===== config.mk =====
export PLATFORM = sky130hd
export DESIGN_NAME = prg_isqrt
export DESIGN_NICKNAME = d
export VERILOG_FILES = /design/src/rtl/prg_pkg.sv /design/src/rtl/prg_isqrt.sv
export SDC_FILE = /design/constraint.sdc
export NUM_CORES = 2
export LEC_CHECK = 0
export BUFFER_PORTS_ARGS = -buffer_cell sky130_fd_sc_hd__buf_2
export CAP_MARGIN = 5
export CORE_ASPECT_RATIO = 0.6
export CORE_MARGIN = 4
export CORE_UTILIZATION = 50
export CTS_CLUSTER_DIAMETER = 50
export DETAILED_ROUTE_END_ITERATION = 8
export PLACE_DENSITY = 0.65
export SYNTH_ARGS = -nofsm -noshare
export SYNTH_HDL_FRONTEND = slang
export SYNTH_SLANG_ARGS = --single-unit

===== constraint.sdc =====
create_clock -name clk_i -period 4.3 [get_ports clk_i]
set_input_delay 0.215 -clock clk_i [delete_from_list [all_inputs] [get_ports clk_i]]
set_output_delay 0.215 -clock clk_i [all_outputs]
set_load 0.05 [all_outputs]

===== src/rtl/prg_pkg.sv =====
// ----------------------------------------------------------------------------
// prg_pkg
// Shared widths, types and register codes of the primary ray generator.
// ----------------------------------------------------------------------------
package prg_pkg;

  localparam int MAX_DIM_DEF   = 4096;
  localparam int COEF_BITS_DEF = 16;

  localparam int PIX_W   = 12;
  localparam int DIM_W   = 13;
  localparam int FOC_W   = 16;
  localparam int POS_W   = 60;
  localparam int VW      = 30;
  localparam int AN_W    = 30;
  localparam int NORM_MSB = AN_W - 1;
  localparam int SQ_W    = 2 * AN_W;
  localparam int RAD_W   = SQ_W + 2;
  localparam int ROOT_W  = RAD_W / 2;
  localparam int SQRT_LAT = ROOT_W;
  localparam int DIR_FRAC = 14;
  localparam int DIR_W   = 16;
  localparam int QUO_W   = DIR_FRAC + 1;
  localparam int NUM_W   = AN_W + QUO_W;
  localparam int DIV_LAT = QUO_W;
  localparam int FIFO_DEPTH = 4;

  typedef enum logic [2:0] {
    REG_WIDTH  = 3'd0,
    REG_HEIGHT = 3'd1,
    REG_FOCAL  = 3'd2,
    REG_ROW0   = 3'd3,
    REG_ROW1   = 3'd4,
    REG_ROW2   = 3'd5,
    REG_POS    = 3'd6
  } reg_idx_e;

  typedef struct packed {
    logic [DIM_W-1:0] width;
    logic [DIM_W-1:0] height;
    logic [FOC_W-1:0] focal;
  } cam_cfg_t;

  typedef struct packed {
    logic signed [VW-1:0] vz;
    logic signed [VW-1:0] vy;
    logic signed [VW-1:0] vx;
  } ray_vec_t;

endpackage


===== src/rtl/prg_isqrt.sv =====
// ----------------------------------------------------------------------------
// prg_isqrt
// Pipelined integer square root, one result bit per stage.
// ----------------------------------------------------------------------------
module prg_isqrt import prg_pkg::*; (
  input  logic              clk_i,
  input  logic              en_i,
  input  logic [RAD_W-1:0]  rad_i,
  output logic [ROOT_W-1:0] root_o
);

  logic [RAD_W-1:0] x_q [SQRT_LAT];
  logic [RAD_W-1:0] r_q [SQRT_LAT];
  logic [RAD_W-1:0] x_d [SQRT_LAT];
  logic [RAD_W-1:0] r_d [SQRT_LAT];

  always_comb begin
    logic [RAD_W-1:0] xin, rin, bitv, t;
    for (int s = 0; s < SQRT_LAT; s++) begin
      xin  = (s == 0) ? rad_i : x_q[(s == 0) ? 0 : s-1];
      rin  = (s == 0) ? '0 : r_q[(s == 0) ? 0 : s-1];
      bitv = RAD_W'(1) << (2 * (SQRT_LAT - 1 - s));
      t    = rin + bitv;
      if (xin >= t) begin
        x_d[s] = xin - t;
        r_d[s] = (rin >> 1) + bitv;
      end else begin
        x_d[s] = xin;
        r_d[s] = rin >> 1;
      end
    end
  end

  always_ff @(posedge clk_i) begin
    if (en_i) begin
      for (int s = 0; s < SQRT_LAT; s++) begin
        x_q[s] <= x_d[s];
        r_q[s] <= r_d[s];
      end
    end
  end

  assign root_o = r_q[SQRT_LAT-1][ROOT_W-1:0];

endmodule


Word level (Yosys, flattened, before mapping)

Memory sizes are Yosys's and may differ from the RTL's.
Cells that the tools add are included.

Multiplexer cells: 64
Add/sub/neg operators: 91
$lt $le $gt $ge: 31

Operator list:

| cell                                           | number |
|---|---|
| two-way mux 62 bit                             | 61 |
| >= comparator 62 bit                           | 30 |
| subtractor 62 bit                              | 30 |
| adder 61 x 1 -> 62 bit, second input constant  | 1 |
| adder 61 x 11 -> 62 bit, second input constant | 1 |
| adder 61 x 13 -> 62 bit, second input constant | 1 |
| adder 61 x 15 -> 62 bit, second input constant | 1 |
| adder 61 x 17 -> 62 bit, second input constant | 1 |
| adder 61 x 19 -> 62 bit, second input constant | 1 |
| adder 61 x 21 -> 62 bit, second input constant | 1 |
| adder 61 x 23 -> 62 bit, second input constant | 1 |
| adder 61 x 25 -> 62 bit, second input constant | 1 |
| adder 61 x 27 -> 62 bit, second input constant | 1 |
| adder 61 x 29 -> 62 bit, second input constant | 1 |
| adder 61 x 3 -> 62 bit, second input constant  | 1 |
| adder 61 x 31 -> 62 bit, second input constant | 1 |
| adder 61 x 33 -> 62 bit, second input constant | 1 |
| adder 61 x 35 -> 62 bit, second input constant | 1 |
| adder 61 x 37 -> 62 bit, second input constant | 1 |
| adder 61 x 39 -> 62 bit, second input constant | 1 |
| adder 61 x 41 -> 62 bit, second input constant | 1 |
| adder 61 x 43 -> 62 bit, second input constant | 1 |
| adder 61 x 45 -> 62 bit, second input constant | 1 |
| adder 61 x 47 -> 62 bit, second input constant | 1 |
| other kinds (43)                               | 44 |

Bits in registers: 0
Output and inout bits: 31
Memories kept: 2
Bits in writable memories: 3844

Memory list:

| name | depth | bits a word | rd ports | clocked after Yosys merged registers in | write ports | line            | source |
|---|---|---|---|---|---|---|---|
| r_q  | 31    | 62          | 31       | 0                                       | 31          | prg_isqrt.sv:13 | `logic [RAD_W-1:0] r_q [SQRT_LAT];` |
| x_q  | 31    | 62          | 30       | 0                                       | 31          | prg_isqrt.sv:12 | `logic [RAD_W-1:0] x_q [SQRT_LAT];` |

Depth between registers and ports, before layout

An unclocked memory read counts as a cell.

Depth in word-level cells: 4
Gate-level depth with buffers: 14
Gate-level depth less buffers: 12

Worst setup path after synthesis

OpenSTA, ideal clock, no wires.

Kind: register -> register
From: mem x_q[1][730] (netlist name)
To: mem x_q[1][794] (netlist name), data pin
Arrival time: 3530 ps
Path buffers: 1
Required time: 4029 ps
Setup time: 271 ps
Slack: 498 ps
Clock period less this slack: 3802 ps
Cell stages (with the launch flop): 11
Cell sequence: edfxtp_1 -> or3_1 -> or4_4 -> or4_4 -> or4_1 -> o31a_1 -> and2_4 -> or4b_4 -> buf_6 -> nor4_1 -> xor2_1

RTL lines:

| element         | line |
|---|---|
| start, declared | prg_isqrt.sv:12 |

==> flow_summary.rst <==
.. list-table::
   :header-rows: 1

   * - Metric
     - Value
   * - Run status
     - finished, final reports clean
   * - FMAX
     - between 0.2 and 0.25 GHz
   * - TritonCTS clock tree
     - built
   * - Clock-pin transition on the worst setup and hold timing paths
     - 0.07 ns
   * - TritonCTS Buffers
     - between 200 and 250
   * - Largest stage delay on the critical path
     - slightly above 0.6 ns
   * - Routed length per placed instance
     - between 20 and 25 um
   * - Area overhead of the layout relative to synthesis
     - 14.1%
   * - Distinct cell type count of the synthesized netlist
     - just under 90
   * - Min Clock Period, post-route
     - between 4 and 5 ns
   * - Share of synthesized flip-flops with an asynchronous set or reset
     - 0%
   * - Max-cap violations
     - 0
   * - Number of instances in the synthesized netlist
     - between 9000 and 10000
   * - Number of nets in the layout
     - approximately 10000
   * - Initial DRC count
     - 10732
   * - Final weighted congestion in routability-driven placement
     - 0.982
   * - Library cell appearing most often on the critical path
     - buf_4
   * - Synth Flop Type
     - edfxtp_1
   * - Total of buffers placed on input and output ports
     - 94
   * - Data required time at the worst endpoint
     - ~4.9 ns
   * - Die Area
     - between 200000 and 250000 um2
   * - Effective utilization at floorplan
     - about half
   * - Area of the mapped netlist
     - between 100000 and 150000 um2
   * - Area of the core
     - between 200000 and 250000 um2
   * - Final non-filler cell total
     - ~13000
   * - Sequential fraction of the synthesis area
     - between 60% and 70%
   * - Overall global routing resource usage
     - approximately 27%
   * - Actual slew at the worst max-slew pin
     - between 1 and 1.5 ns
   * - Worst vdd rail ir drop
     - 0.390 mV
   * - Maximum number of pins on one net before global-route repair
     - about 170
   * - Detailed Route WL
     - around 320000 um
   * - Headroom to the max-slew limit
     - under 10%
   * - Post-detail-place hpwl
     - 248000 um
   * - Total power draw
     - 69.0 mW
   * - First-pass GRT wire length
     - 473000 um
   * - Tcrit/Tclk final
     - between 90% and 100%
   * - Crit-path max FO
     - 5
   * - Vias in the first global route
     - around 70000
   * - Final antenna-violating net count
     - 0
   * - Most frequent cells in the layout
     - 2356 x edfxtp_1, 649 x inv_1, 631 x nand2_1
   * - Critical Path AT
     - roughly 4.9 ns
   * - Antenna violations before repair
     - 37
   * - Standard cell with the maximum stage delay on the critical path
     - a211oi_1
   * - Worst-Skew Late Latency
     - 0.90 ns
   * - Worst-path cell chain
     - ha_1 > a211oi_1 > nor2_1 > buf_4 > o41ai_2 > o211a_1 > nor3_1 > nor3_1 > buf_4 > nand2_1 > buf_4 > nor4_1 > xor2_1
   * - Clock root cell
     - clkbuf_16
   * - Static Leak
     - 48.8 nW
   * - Class of the tightest hold or removal check
     - in -> reg
   * - Clock net sink count
     - between 2000 and 2500
   * - Gr ovfl total
     - 0
   * - Fraction of final layout cells with drive strength greater than 1
     - between 9 and 10%
   * - Power density of the placed cells
     - 534 nW/um2
   * - H-tree levels
     - 4
   * - Post-route DRC
     - 0
   * - X dimension of the die
     - 623 um
   * - Pins Over Slew Limit
     - 0
   * - Critical path capture point type
     - register
   * - Worst Clk Skew
     - between 0.08 and 0.09 ns
   * - Via-to-Cell Ratio
     - 5.98
   * - Critical setup path kind
     - reg -> reg
   * - Clock Tree Buf Depth
     - 4
   * - Category of the worst setup path launch point
     - register
   * - DRT Pass-1 Iters
     - 8
   * - Count of standard-cell rows
     - 135
   * - Fin Hold WS
     - around 0.074 ns
   * - Utilization after layout
     - between 50% and 60%
   * - Number of primary I/O pins
     - 95
   * - Commonest non-fill, non-tap cell in the layout
     - edfxtp_1
   * - Number of enable-type register cells in the synthesized netlist
     - 2356
   * - #FFs+latches synth
     - approximately 2400
   * - Height of the die
     - ~380 um
   * - Mapped Avg Cell Area
     - about 12 um2
   * - Placed instance count
     - 12408
   * - Final setup viols
     - 0
   * - Synth Warn #
     - 0
   * - Final number of hold-violating endpoints
     - 0
   * - Routed via count
     - 77531
   * - Syn nets
     - 9684
==> routing by layer <==
layer  up-vias  global-route usage (%)  share of wire [%]
li1      35458                       -                  -
met1     37922                    47.9                 52
met2      3799                    28.7                 32
met3       338                    11.0                 15
met4        14                    3.76                1.3
met5         -                   0.715               0.14
==> sequential cells by signal, summed over array words and instances (netlist names) <==
name / flops
x_q: 1860
r_q: 496
==> report_power, final <==
group | internal [mW] | total [mW] | switching, mW
combinational | 6.59 | 16.7 | 10.1
clock | 11.7 | 20.7 | 8.98
sequential | 29.1 | 31.7 | 2.50
==> per-stage QoR <==
| step | instance area, um2 | setup WS [ns] | setup TNS [ns] |
|---|---|---|---|
| after floorplan | 113000 | 0.498 | 0 |
| after global placement | 120000 | -0.941 | -72.51 |
| after detailed placement | 120000 | -0.403 | -10.49 |
| after CTS | 129000 | 0.0730 | 0 |
| after global routing | 129000 | -0.00174 | -0.00174 |
| final | 129000 | 0.0102 | 0 |
==> cell type report <==
class | instances | area, um2
Fill cell | 18162 | 96200
Sequential cell | 2356 | 70700
Clock buffer | 265 | 5890
Antenna cell | 14 | 35.0
Clock inverter | 149 | 1700
Inverter | 651 | 2440
Timing Repair Buffer | 623 | 5100
Tap cell | 3014 | 3770
Multi-Input combinational cell | 5891 | 39600
==> logic make-up (layout without fill, tap and decap cells) <==
family / count (synthesis) / after routing / share of synthesized area, %
AO/OA/AOI/OAI: 1716 / 1716 / 9.36
other: 0 / 14 / 0
XOR/XNOR: 833 / 833 / 6.44
adder cells (fa/ha/maj): 525 / 525 / 5.80
buffers and inverters: 848 / 1688 / 2.82
multiplexers: 73 / 73 / 0.709
flip-flops: 2356 / 2356 / 62.4
AND/OR/NAND/NOR: 2744 / 2744 / 12.5
==> timing repair <==
item                                    CTS  global route
endpoints found under the setup margin   57            50
hold buffers                            119             0
gates resized for setup                   5            17
endpoints found under the hold margin   111             0
pin swaps                                 0             1
cloned                                    0             0
buffers inserted                          0             7
==> worst max-delay path: cells and delay by family, from the launching register on <==
family                     cells  cell delay, ns
AOI/OAI and AO/OA              3            1.35
and+or+nand+nor                5            1.12
buffers and inverters          3            0.67
DFF                            1            0.41
adders and majority gates      1            0.36
xor gates and xnor gates       1            0.11
==> cells in the mapped netlist, drive strengths merged (48+ instances only) <==
library cell / count / area (um2)
a21o: 190 / 1430
a21oi: 577 / 2890
or4: 61 / 465
xnor2: 439 / 3840
o21a: 88 / 661
nor4: 318 / 2000
a211oi: 54 / 405
nor4b: 48 / 420
xor2: 394 / 3450
o21ai: 425 / 2130
mux2: 58 / 653
inv: 650 / 2440
or3: 104 / 651
nor2: 602 / 2260
nor3: 258 / 1290
nand2b: 110 / 688
clkbuf: 190 / 713
edfxtp: 2356 / 70700
nand4: 159 / 1000
nor2b: 71 / 444
nand2: 632 / 2370
nand3: 146 / 731
a31oi: 50 / 313
ha: 525 / 6570
==> final timing paths <==
| check | start | end | slack [ns] | cells after the start |
|---|---|---|---|---|
| worst min register to register | x_q[0][829]$_DFFE_PP_ | x_q[0][891]$_DFFE_PP_ | 0.41 | 0 |
| worst min-delay path | rad_i[8] | x_q[0][8]$_DFFE_PP_ | 0.07 | 2 |
| worst max-delay path | x_q[1][451]$_DFFE_PP_ | x_q[1][554]$_DFFE_PP_ | 0.01 | 13 |
| worst max register to register | x_q[1][451]$_DFFE_PP_ | x_q[1][554]$_DFFE_PP_ | 0.01 | 13 |
Power figures use the tool's default switching activity.
