### src/rtl/prg_pkg.sv
// ----------------------------------------------------------------------------
// prg_pkg
// Shared widths, types and register codes of the primary ray generator.
// ----------------------------------------------------------------------------
package prg_pkg;

  localparam int MAX_DIM_DEF   = 4096;
  localparam int COEF_BITS_DEF = 16;

  localparam int PIX_W   = 12;
  localparam int DIM_W   = 13;
  localparam int FOC_W   = 16;
  localparam int POS_W   = 60;
  localparam int VW      = 30;
  localparam int AN_W    = 30;
  localparam int NORM_MSB = AN_W - 1;
  localparam int SQ_W    = 2 * AN_W;
  localparam int RAD_W   = SQ_W + 2;
  localparam int ROOT_W  = RAD_W / 2;
  localparam int SQRT_LAT = ROOT_W;
  localparam int DIR_FRAC = 14;
  localparam int DIR_W   = 16;
  localparam int QUO_W   = DIR_FRAC + 1;
  localparam int NUM_W   = AN_W + QUO_W;
  localparam int DIV_LAT = QUO_W;
  localparam int FIFO_DEPTH = 4;

  typedef enum logic [2:0] {
    REG_WIDTH  = 3'd0,
    REG_HEIGHT = 3'd1,
    REG_FOCAL  = 3'd2,
    REG_ROW0   = 3'd3,
    REG_ROW1   = 3'd4,
    REG_ROW2   = 3'd5,
    REG_POS    = 3'd6
  } reg_idx_e;

  typedef struct packed {
    logic [DIM_W-1:0] width;
    logic [DIM_W-1:0] height;
    logic [FOC_W-1:0] focal;
  } cam_cfg_t;

  typedef struct packed {
    logic signed [VW-1:0] vz;
    logic signed [VW-1:0] vy;
    logic signed [VW-1:0] vx;
  } ray_vec_t;

endpackage

### src/rtl/prg_front.sv
// ----------------------------------------------------------------------------
// prg_front
// Accepts pixel words, forms the camera-space vector and queues it.
// ----------------------------------------------------------------------------
module prg_front import prg_pkg::*; (
  input  logic        clk_i,
  input  logic        rst_ni,
  input  cam_cfg_t    cfg_i,
  input  logic        s_axis_tvalid,
  output logic        s_axis_tready,
  input  logic [23:0] s_axis_tdata,  // pixel_x, pixel_y
  input  logic        pop_i,
  output logic        vec_valid_o,
  output ray_vec_t    vec_o
);

  localparam int PTR_W = $clog2(FIFO_DEPTH);

  ray_vec_t           fifo_q [FIFO_DEPTH];
  logic [PTR_W-1:0]   wr_ptr_q, rd_ptr_q;
  logic [PTR_W:0]     count_q;
  logic               push, pop;
  logic [PIX_W-1:0]   px, py;
  logic signed [14:0] dx, dy;
  logic [28:0]        fh;
  ray_vec_t           vec_d;

  assign px = s_axis_tdata[11:0];
  assign py = s_axis_tdata[23:12];

  always_comb begin
    dx = $signed({2'b0, px, 1'b0}) - $signed({2'b0, cfg_i.width});
    dy = $signed({2'b0, cfg_i.height}) - $signed({2'b0, py, 1'b0});
    fh = cfg_i.focal * cfg_i.height;
    vec_d.vx = {{(VW-23){dx[14]}}, dx, 8'b0};
    vec_d.vy = {{(VW-23){dy[14]}}, dy, 8'b0};
    vec_d.vz = {{(VW-29){1'b0}}, fh};
  end

  assign s_axis_tready = (count_q != (PTR_W+1)'(FIFO_DEPTH));
  assign push = s_axis_tvalid && s_axis_tready;
  assign vec_valid_o = (count_q != '0);
  assign pop = pop_i && vec_valid_o;
  assign vec_o = fifo_q[rd_ptr_q];

  always_ff @(posedge clk_i or negedge rst_ni) begin
    if (!rst_ni) begin
      wr_ptr_q <= '0;
      rd_ptr_q <= '0;
      count_q  <= '0;
    end else begin
      if (push) wr_ptr_q <= wr_ptr_q + 1'b1;
      if (pop) rd_ptr_q <= rd_ptr_q + 1'b1;
      if (push && !pop) count_q <= count_q + 1'b1;
      else if (pop && !push) count_q <= count_q - 1'b1;
    end
  end

  always_ff @(posedge clk_i) begin
    if (push) fifo_q[wr_ptr_q] <= vec_d;
  end

endmodule

### config.mk
export PLATFORM = sky130hd
export DESIGN_NAME = prg_front
export DESIGN_NICKNAME = d
export VERILOG_FILES = /design/src/rtl/prg_pkg.sv /design/src/rtl/prg_front.sv
export SDC_FILE = /design/constraint.sdc
export NUM_CORES = 1
export LEC_CHECK = 0
export ABC_AREA = 1
export ABC_CLOCK_PERIOD_IN_PS = 9300
export BUFFER_PORTS_ARGS = -buffer_cell sky130_fd_sc_hd__buf_4
export CAP_MARGIN = 20
export CORE_MARGIN = 5
export CORE_UTILIZATION = 55
export DETAILED_ROUTE_END_ITERATION = 8
export PLACE_DENSITY = 0.75
export SLEW_MARGIN = 10
export SYNTH_ARGS = -nofsm -noshare
export SYNTH_HDL_FRONTEND = slang
export SYNTH_SLANG_ARGS = --single-unit
### constraint.sdc
create_clock -name clk_i -period 9.3 [get_ports clk_i]
set_input_delay 0 -clock clk_i [delete_from_list [all_inputs] [get_ports clk_i]]
set_output_delay 0 -clock clk_i [all_outputs]
set_load 0.05 [all_outputs]
* After elaboration in Yosys (flattened, before gate mapping) *
Memory sizes are Yosys's and may differ from the RTL's.
Index checks and enable logic that the tools add are counted.
Widths: inputs -> output; s select.

operators by class
  multiply operators = 1
  mux-type cells = 4
  equality and inequality tests = 1
  reductions and logical operators = 8
  add/sub/neg operators = 6

operator list
  cell                 count
  $mul 16x13->29       1
  $sub 13x13->14       2
  $mux 3               2
  $add 2x1->2 const B  2
  $logic_and 1x1->1    4
  $add 3x1->3 const B  1
  $ne 3x3->1 const B   1
  $reduce_bool 3->1    1
  $sub 3x1->3 const B  1
  $logic_not 1->1      2
  $mux 1               2
  $reduce_bool 2->1    1

word-level totals
  input port bits = 70
  logic and storage cells = 24
  output and inout bits = 92
  RAM bits = 292
  memories = 1
  register bits = 7

memories
  name    depth  width  rd ports  clocked after Yosys merged registers in  write ports  RTL line         text
  fifo_q  4      73     1         0                                        1            prg_front.sv:19  ray_vec_t fifo_q [FIFO_DEPTH];

* Logic depth before layout (Yosys ltp) *
Gate-level depths: netlist of the first run.

  depth after elaboration = 6
  mapped depth = 24
  mapped depth without buffers = 22

* Least setup slack after synthesis of the first run *
Ideal clock, no wire load.

  path type = input-to-reg
  start point = in cfg_i[20] (netlist name)
  end point = mem fifo_q[0][65] (netlist name), data pin
  cell stages on the path = 20
  data required time = 9.035 ns
  arrival = 4.224 ns
  setup time = 0.265 ns
  setup slack = 4.811 ns
  cell sequence = clkbuf_1 -> clkbuf_1 -> nand2_1 -> fa_1 -> inv_1 -> fa_1 -> fa_1 -> fa_1 -> inv_1 -> fa_1 -> inv_1 -> ha_1 -> nand2_1 -> inv_1 -> a21oi_1 -> inv_1 -> a21oi_1 -> nand2_1 -> nand2_1 -> nand2_1

between the ends
  word-level cells in the longest chain between the ends = 1

ends and longest elaborated chain
  element         RTL line         text
  from (decl)     prg_front.sv:8   input cam_cfg_t cfg_i,
  $mul 16x13->29  prg_front.sv:34  fh = cfg_i.focal * cfg_i.height;
  via fh[21]      prg_front.sv:25  logic [28:0] fh;
  to (decl)       prg_front.sv:19

The timed path passes the listed nets, and every way through them passes these cells.

* Final worst setup path of the first run *
  start point = in cfg_i[0] (netlist name)
  end point = mem fifo_q[1][63] (netlist name), data pin

The elaborated chain is that of the path after synthesis.

==> flow_summary.ini, run 1 <==
[global_route]
grt_first_pass_wirelength_um = 66600
first_global_vias = 13400
grt_overflow = 0
antenna_found_initial = 0
grt_max_degree = 76
grtUsageTotal_pct = 22.7

[drt]
drcViolationCount = 0
via_per_inst = 5.22
ant_nets = 0
initialDrtViolationCount = 809
avgRoutedWirePerCell_um = 16.0
dr.pass1.iters = 8
vias = 13200
routed_wl_um = 40600

[placement]
dp_cells = 2482
numPortBuffers = 144
hpwlAfterDp_um = 29300
dpl_worst_slack_ns = 4.43
place.gp.congestion = 0.919

[final_layout]
fin_nets = 2403
diodes = 0
fin_cells = 2532
drive_above_1_share_pct = 10.5
area_growth_pct = 11.7

[timing]
period_share_pct = 48.7
fin_skew_ns = 0.0425
setup_viol = 0
max_freq_mhz = 221
fin_ws_ns = 4.78
report.final.slew_viol_count = 0
rsz0062_at_grt = no
fin_crit_ns = 4.52
hold_viol = 0
slew_headroom_pct = 40.4
setup_tns_ns = 0
worstMarginPinSlew_ns = 0.893

[clocking]
cts-root-buf = clkbuf_16
post-cts-setup-buffers = 0
cts_buffers = 23
cts.repair.resized = 0
clk_latency_ns = 0.53
path_clk_slew_ns = 0.06
cts_tree = built
clk_path_buf_depth = 3
cts.sinks = 235
cts_max_level = 1
ctsHoldBuffers = 8

[synthesis]
synth_top_area_cell = edfxtp_1
postSynthCellCount = 1983
synth_seq_area_share_pct = 39.2
synth_top_area_share_pct = 38.2
syn_area_per_cell_um2 = 9.04
synth-edff-count = 228
synth_area_um2 = 17900
ys_seq_elements = 235
netlist_top_cells_area = edfxtp_1 (38%), fa_1 (18%), inv_1 (9.4%)
yosysWarnings = 0
ys_async_sr_fraction_pct = 2.98
netlist-cell-type-count = 34
synth_flop_cell = edfxtp_1

[job]
maxCapViolCount = 0

[critical_path]
r2r_start = count_q[0]
critPathKind = in2reg
cp-startpoint = cfg_i[0]
start_kind = primary input
crit_required_ns = 9.56
critical_path_arrival_ns = 4.78
endpoint_kind = flop
path_max_fanout = 13

[die]
io_pins = 162
core_um2 = 32400
row_count = 66
die_w_um = 191
die_y_um = 191
start_util_pct = 55.4
die-area_um2 = 36300

[worst_hold_path]
worstHoldStart = s_axis_tdata[4]
hp-class = in2reg

[run_status]
status = completed
==> kinds of logic after synthesis <==
group	count (synthesis)	share of synthesized area [%]
simple gates	664	14.9
buf+inv	562	12.6
fa+ha+maj	260	24.7
flops	235	39.2
compound gates	227	6.92
xor+xnor	34	1.66
other cells	1	0.0209
==> state kept, by name, indices dropped and copies added (netlist names) <==
name / cells
fifo_q: 228
count_q: 3
wr_ptr_q: 2
rd_ptr_q: 2
==> layout by cell type (no fill, tap or decap), types with 4 or more instances in the layout <==
cell type,instances
nor2_2,4
edfxtp_1,228
o22ai_1,57
ha_1,103
nand2_2,11
nand4_1,12
o21ai_0,124
clkbuf_16,23
conb_1,17
fa_1,157
nor2_4,9
nand2_1,433
dlygate4sd3_1,8
dfrtp_1,6
nand3_1,32
clkbuf_8,4
o21bai_1,4
a21oi_1,30
nor3_1,5
clkbuf_1,5
inv_1,449
nor2_1,152
buf_4,153
xor2_1,31
a31oi_1,7
==> critical path, stage by stage <==
cell,delay [ns]
dlygate4sd3_1,0.55
buf_4,0.21
nand2_1,0.09
fa_1,0.46
fa_1,0.51
inv_1,0.05
fa_1,0.40
fa_1,0.52
inv_1,0.05
fa_1,0.47
inv_1,0.04
ha_1,0.39
nand2_2,0.14
nor2_4,0.16
nand2_1,0.08
inv_1,0.05
nand2_1,0.05
nand2_1,0.10
xor2_1,0.46
==> routing by layer <==
layer | vias to the layer above | share of wire, % | GRT usage [%]
li1 | 6271 | - | -
met1 | 6411 | 40 | 29.2
met2 | 460 | 51 | 40.6
met3 | 84 | 6.2 | 2.82
met4 | 0 | 2.7 | 6.10
met5 | - | 0 | 0
==> cell usage after synthesis (all sizes together) (4+ instances only) <==
library cell and count:
nor2 165, ha 103, nor3 5, inv 450, edfxtp 228, fa 157, clkbuf 65, a21oi 30
o22ai 57, o21bai 4, nand4 12, nand2 444, buf 47, dfrtp 7, xor2 31, nand3 34
o21ai 128, a31oi 7
==> cell type report <==
type / count / area (um2)
multi-input cells: 1202 / 8730
repair buffers: 161 / 1230
well taps: 442 / 553
clock buffers: 32 / 649
clock inverters: 10 / 158
flip-flops and latches: 235 / 7020
fillers: 2723 / 12300
inverters: 450 / 1690
==> worst paths after layout <==
path	slack, ns	to	depth (start not counted)
max in group asynchronous	8.55	rd_ptr_q[0]	3
min reg2reg	0.57	count_q[0]	1
max	4.78	fifo_q[1][63]	19
min in group asynchronous	0.49	count_q[1]	3
max reg2reg	6.97	count_q[2]	10
min	0.03	fifo_q[3][5]	3
==> through the flow <==
stage	instance area (um2)	utilization, %	hold WS (ns)
global placement	19100	59.1	-0.181
floorplan	18000	-	-0.296
detailed placement	19100	59.1	-0.180
CTS	20000	61.9	0.00544
global route	20000	61.9	0.0255
finish	20000	61.9	0.0296
Power of run 1 is left out: the tool's default activity adds up to more than one toggle a clock period on the data nets, which glitch-free logic cannot reach.
==> run 2, diff against run 1 <==
- ABC_AREA: 1 -> 0
- ABC_CLOCK_PERIOD_IN_PS: 9300 -> 3900
- PLACE_DENSITY: 0.75 -> 0.78
- clock period: 9.3 -> 3.9 ns (I/O delays scaled with it)
==> flow_summary.ini, run 2 <==
[timing]
max_freq_mhz = 235
fin_ws_ns = -0.360
hold_viol = 0
setup_tns_ns = -17.03
rsz0062_at_grt = yes
fin_crit_ns = 4.26
slew_headroom_pct = 48.0
worstMarginPinSlew_ns = 0.771
setup_viol = 68
report.final.slew_viol_count = 0
period_share_pct = 109
fin_skew_ns = 0.00924

[clocking]
cts_buffers = 21
cts.sinks = 235
cts_max_level = 1
clk_latency_ns = 0.49
clk_path_buf_depth = 3
cts-root-buf = clkbuf_16
cts_tree = built
path_clk_slew_ns = 0.07

[drt]
initialDrtViolationCount = 833
vias = 11200
routed_wl_um = 38700
drcViolationCount = 0
ant_nets = 0
via_per_inst = 5.43
avgRoutedWirePerCell_um = 18.8
dr.pass1.iters = 5

[synthesis]
synth_top_family_by_area = adder cells
synth_area_um2 = 17000
synth_seq_area_share_pct = 41.4
yosysWarnings = 0
synth_compound_area_share_pct = 4.80
ys_seq_elements = 235
postSynthCellCount = 1372
netlist_top_cells_area = edfxtp_1 (40%), fa_1 (19%), ha_1 (7.6%)
synth_flop_cell = edfxtp_1
synthXorXnorAreaFrac_pct = 2.43
synthSimpleGateAreaFrac_pct = 9.47
ys_async_sr_fraction_pct = 2.98
synth.most_common_cell = inv_1
synth_top_area_share_pct = 40.3
netlist-cell-type-count = 66
yosys-top-cells-count = inv_1 (242), edfxtp_1 (228), fa_1 (157)
muxShareOfSynthArea_pct = 7.70
syn_area_per_cell_um2 = 12.4
synthAdderAreaFrac_pct = 26.1
synth_top_area_cell = edfxtp_1
synth-edff-count = 228

[die]
start_util_pct = 55.6
die_w_um = 186
die_y_um = 186
io_pins = 162
die-area_um2 = 34500
core_um2 = 30500
row_count = 64

[critical_path]
endpoint_kind = flop
crit_top_cell = fa_1
ff2ff_path_depth = 4
critPathKind = in2reg
crit_chain = buf_12 -> buf_6 -> and2_4 -> fa_1 -> inv_2 -> fa_2 -> inv_2 -> fa_1 -> fa_1 -> fa_1 -> ha_4 -> a211o_4 -> o22ai_4 -> buf_6 -> o211ai_4 -> a311oi_2 -> xnor2_2
max_stage_delay_ns = 0.57
start_kind = primary input
critical_path_arrival_ns = 4.49
crit_required_ns = 4.13
cp_slowest_cell = fa_1
path_max_fanout = 5

[final_layout]
final_cell_mix = buf_4 (267), edfxtp_1 (228), inv_1 (225)
fin_nets = 1975
area_growth_pct = 25.1
fin_cells = 2055
mostFrequentLayoutCell = buf_4
largest_register_ffs = 228
top_register = fifo_q
diodes = 0
final_util_pct = 69.6
drive_above_1_share_pct = 33.3
reg_top3 = fifo_q (228), count_q (3)

[worst_hold_path]
hp-class = in2reg
min_path_cells = 3

[global_route]
grt_overflow = 0
grt_first_pass_wirelength_um = 60600
grt_max_degree = 40
antenna_found_initial = 0
first_global_vias = 11800
grtUsageTotal_pct = 22.1

[placement]
dp_cells = 1986
dpl_worst_slack_ns = -0.932
numPortBuffers = 144
hpwlAfterDp_um = 27900
place.gp.congestion = 0.891

[run_status]
status = finished, violations left
violations = negative setup slack

[job]
maxCapViolCount = 0
==> run 2: changes by cell type in the layout (fill, tap and decap cells not counted), sizes merged, moves of 16 or more <==
cell	change
nand3	-22
inv	-209
xor2	-16
mux4	+57
o22ai	-56
o21ai	-105
buf	+157
and2	+97
nor2	-136
xnor2	+29
nand2	-301
==> run 2: critical path: cells and delay by family <==
family / cells / cell delay, ns
adder cells (fa/ha/maj): 6 / 2.85
AND/OR/NAND/NOR: 1 / 0.13
AO/OA/AOI/OAI: 4 / 0.93
XOR/XNOR: 1 / 0.14
buffers and inverters: 5 / 0.45
==> run 2: final timing paths <==
kind	from	end	slack (ns)
setup / recovery	cfg_i[10]	fifo_q[1][72]	-0.36
hold / removal	cfg_i[30]	fifo_q[1][1]	0.03
setup reg to reg	count_q[0]	fifo_q[3][45]	1.71
hold reg to reg	count_q[2]	count_q[2]	0.50
max in group asynchronous	rst_ni	rd_ptr_q[0]	3.16
min in group asynchronous	rst_ni	rd_ptr_q[0]	0.47
==> run 2: area by class of cell <==
| type | instances | area [um2] |
|---|---|---|
| Multi-Input combinational cell | 827 | 9390 |
| Fill cell | 1987 | 9280 |
| Sequential cell | 235 | 7030 |
| Timing Repair Buffer | 318 | 2690 |
| Inverter | 242 | 908 |
| Clock buffer | 24 | 537 |
| Tap cell | 396 | 495 |
| Clock inverter | 13 | 183 |
==> run 2: what timing repair did <==
item	in CTS	in global routing
pin swaps	38	12
gates cloned	1	2
resized for setup	128	40
setup buffers	21	8
hold buffers	6	0
hold endpoints to repair	20	0
endpoints found under the setup margin	72	76
==> run 2: logic make-up after synthesis <==
family	after synthesis
and+or+nand+nor	326
buffers and inverters	326
adders and majority gates	260
DFF	235
AOI/OAI and AO/OA	118
muxes	59
xor gates and xnor gates	47
other	1
==> run 2: through the flow <==
stage / cell area, um2 / hold WS, ns
CTS: 20900 / 0.0122
detailed placement: 19400 / -0.182
global route: 21200 / 0.0292
finish: 21200 / 0.0272
floorplan: 17400 / -0.296
global placement: 19400 / -0.184
==> run 2: routing by layer <==
layer | GRT usage [%] | vias to the layer above | routed length, um
met5 | 0 | - | 0
met2 | 38.2 | 432 | 19600
met1 | 30.6 | 5567 | 15900
met4 | 5.33 | 0 | 865
li1 | - | 5084 | -
met3 | 2.31 | 77 | 2420
Power of run 2 is left out for the same reason.
==> run 3, diff against run 2 <==
- SKIP_LAST_GASP: default -> 1
==> flow_summary.ini, run 3 (same netlist as run 2, synthesis figures left out) <==
[die]
die_y_um = 186
die-area_um2 = 34500
io_pins = 162
die_w_um = 186
start_util_pct = 55.6
core_um2 = 30500
row_count = 64

[job]
maxCapViolCount = 0

[critical_path]
critPathKind = in2reg
crit_chain = buf_12 -> buf_6 -> and2_4 -> fa_1 -> inv_2 -> fa_2 -> inv_2 -> fa_1 -> fa_1 -> fa_1 -> ha_4 -> a211o_4 -> o22ai_4 -> buf_6 -> o211ai_4 -> a311oi_2 -> xnor2_2
start_kind = primary input
crit_top_cell = fa_1
critical_path_arrival_ns = 4.49
endpoint_kind = flop
max_stage_delay_ns = 0.57
cp_slowest_cell = fa_1
crit_required_ns = 4.13
path_max_fanout = 5

[final_layout]
mostFrequentLayoutCell = buf_4
area_growth_pct = 25.1
drive_above_1_share_pct = 33.2
largest_register_ffs = 228
reg_top3 = fifo_q (228), count_q (3)
diodes = 0
fin_nets = 1975
final_area_um2 = 21200
top_register = fifo_q
final_cell_mix = buf_4 (267), edfxtp_1 (228), inv_1 (226)

[drt]
via_per_inst = 5.41
ant_nets = 0
avgRoutedWirePerCell_um = 18.8
initialDrtViolationCount = 798
drcViolationCount = 0
routed_wl_um = 38600
dr.pass1.iters = 5
vias = 11100

[clocking]
cts_buffers = 21
clk_latency_ns = 0.49
cts_tree = built
cts-root-buf = clkbuf_16
clk_path_buf_depth = 3
cts_max_level = 1
path_clk_slew_ns = 0.07
cts.sinks = 235

[timing]
fin_crit_ns = 4.26
fin_skew_ns = 0.00925
worstMarginPinSlew_ns = 0.732
rsz0062_at_grt = yes
report.final.slew_viol_count = 0
hold_viol = 0
setup_viol = 68
period_share_pct = 109
slew_headroom_pct = 50.6
max_freq_mhz = 235
fin_ws_ns = -0.359
setup_tns_ns = -16.57

[placement]
numPortBuffers = 144
hpwlAfterDp_um = 27900
placed_area_um2 = 19400
place.gp.congestion = 0.891
dpl_worst_slack_ns = -0.932

[run_status]
status = finished, violations left
violations = negative setup slack

[global_route]
grt_overflow = 0
first_global_vias = 11800
grt_first_pass_wirelength_um = 60600
antenna_found_initial = 0
grt_max_degree = 40
grtUsageTotal_pct = 22.1

[worst_hold_path]
hp-class = in2reg
## run 3: layout make-up
type | count | area, um2
multi-input combinational | 827 | 9390
fill | 1989 | 9280
sequential | 235 | 7030
timing repair buffer | 318 | 2690
inverter | 242 | 908
clock buffer | 24 | 537
tap | 396 | 495
clock inverter | 13 | 183
## run 3: worst max-delay path: cells and delay by family
| family | cells | cell delay (ns) |
|---|---|---|
| AO/OA/AOI/OAI | 4 | 0.93 |
| buffers and inverters | 5 | 0.45 |
| adder cells (fa/ha/maj) | 6 | 2.85 |
| AND/OR/NAND/NOR | 1 | 0.13 |
| XOR/XNOR | 1 | 0.13 |
## run 3: stage by stage
stage          std cells  hold slack (ns)  utilization, %
2_1_floorplan       1388           -0.296               -
3_3_place_gp        1986           -0.184            63.7
3_5_place_dp        1986           -0.182            63.7
4_1_cts             2047           0.0122            68.6
5_1_grt             2055           0.0292            69.6
6_report            2055           0.0260            69.6
## run 3: per-layer routing
metal  vias up  track usage [%]  routed length [um]
met4         0             5.33                 855
met2       403             38.2               19600
met5         -                0                   0
met3        77             2.31                2330
met1      5547             30.6               15800
li1       5084                -                   -
## run 3: path summary, 6_finish.rpt
path | slack, ns | from | end | cells after the start
min in group asynchronous | 0.47 | rst_ni | rd_ptr_q[0] | 3
setup / recovery | -0.36 | cfg_i[10] | fifo_q[1][72] | 17
hold / removal | 0.03 | cfg_i[30] | fifo_q[1][1] | 3
setup reg to reg | 1.70 | count_q[0] | fifo_q[3][45] | 4
max in group asynchronous | 3.16 | rst_ni | rd_ptr_q[0] | 3
hold reg to reg | 0.50 | count_q[2] | count_q[2] | 1
## run 3: timing repair
| action | CTS | global route |
|---|---|---|
| cloned | 1 | 2 |
| pin swaps | 38 | 12 |
| endpoints found under the hold margin | 20 | 0 |
| setup buffers | 21 | 8 |
| gates resized for setup | 128 | 38 |
| hold buffers | 6 | 0 |
| setup endpoints to repair | 72 | 76 |
Power of run 3 is left out for the same reason.
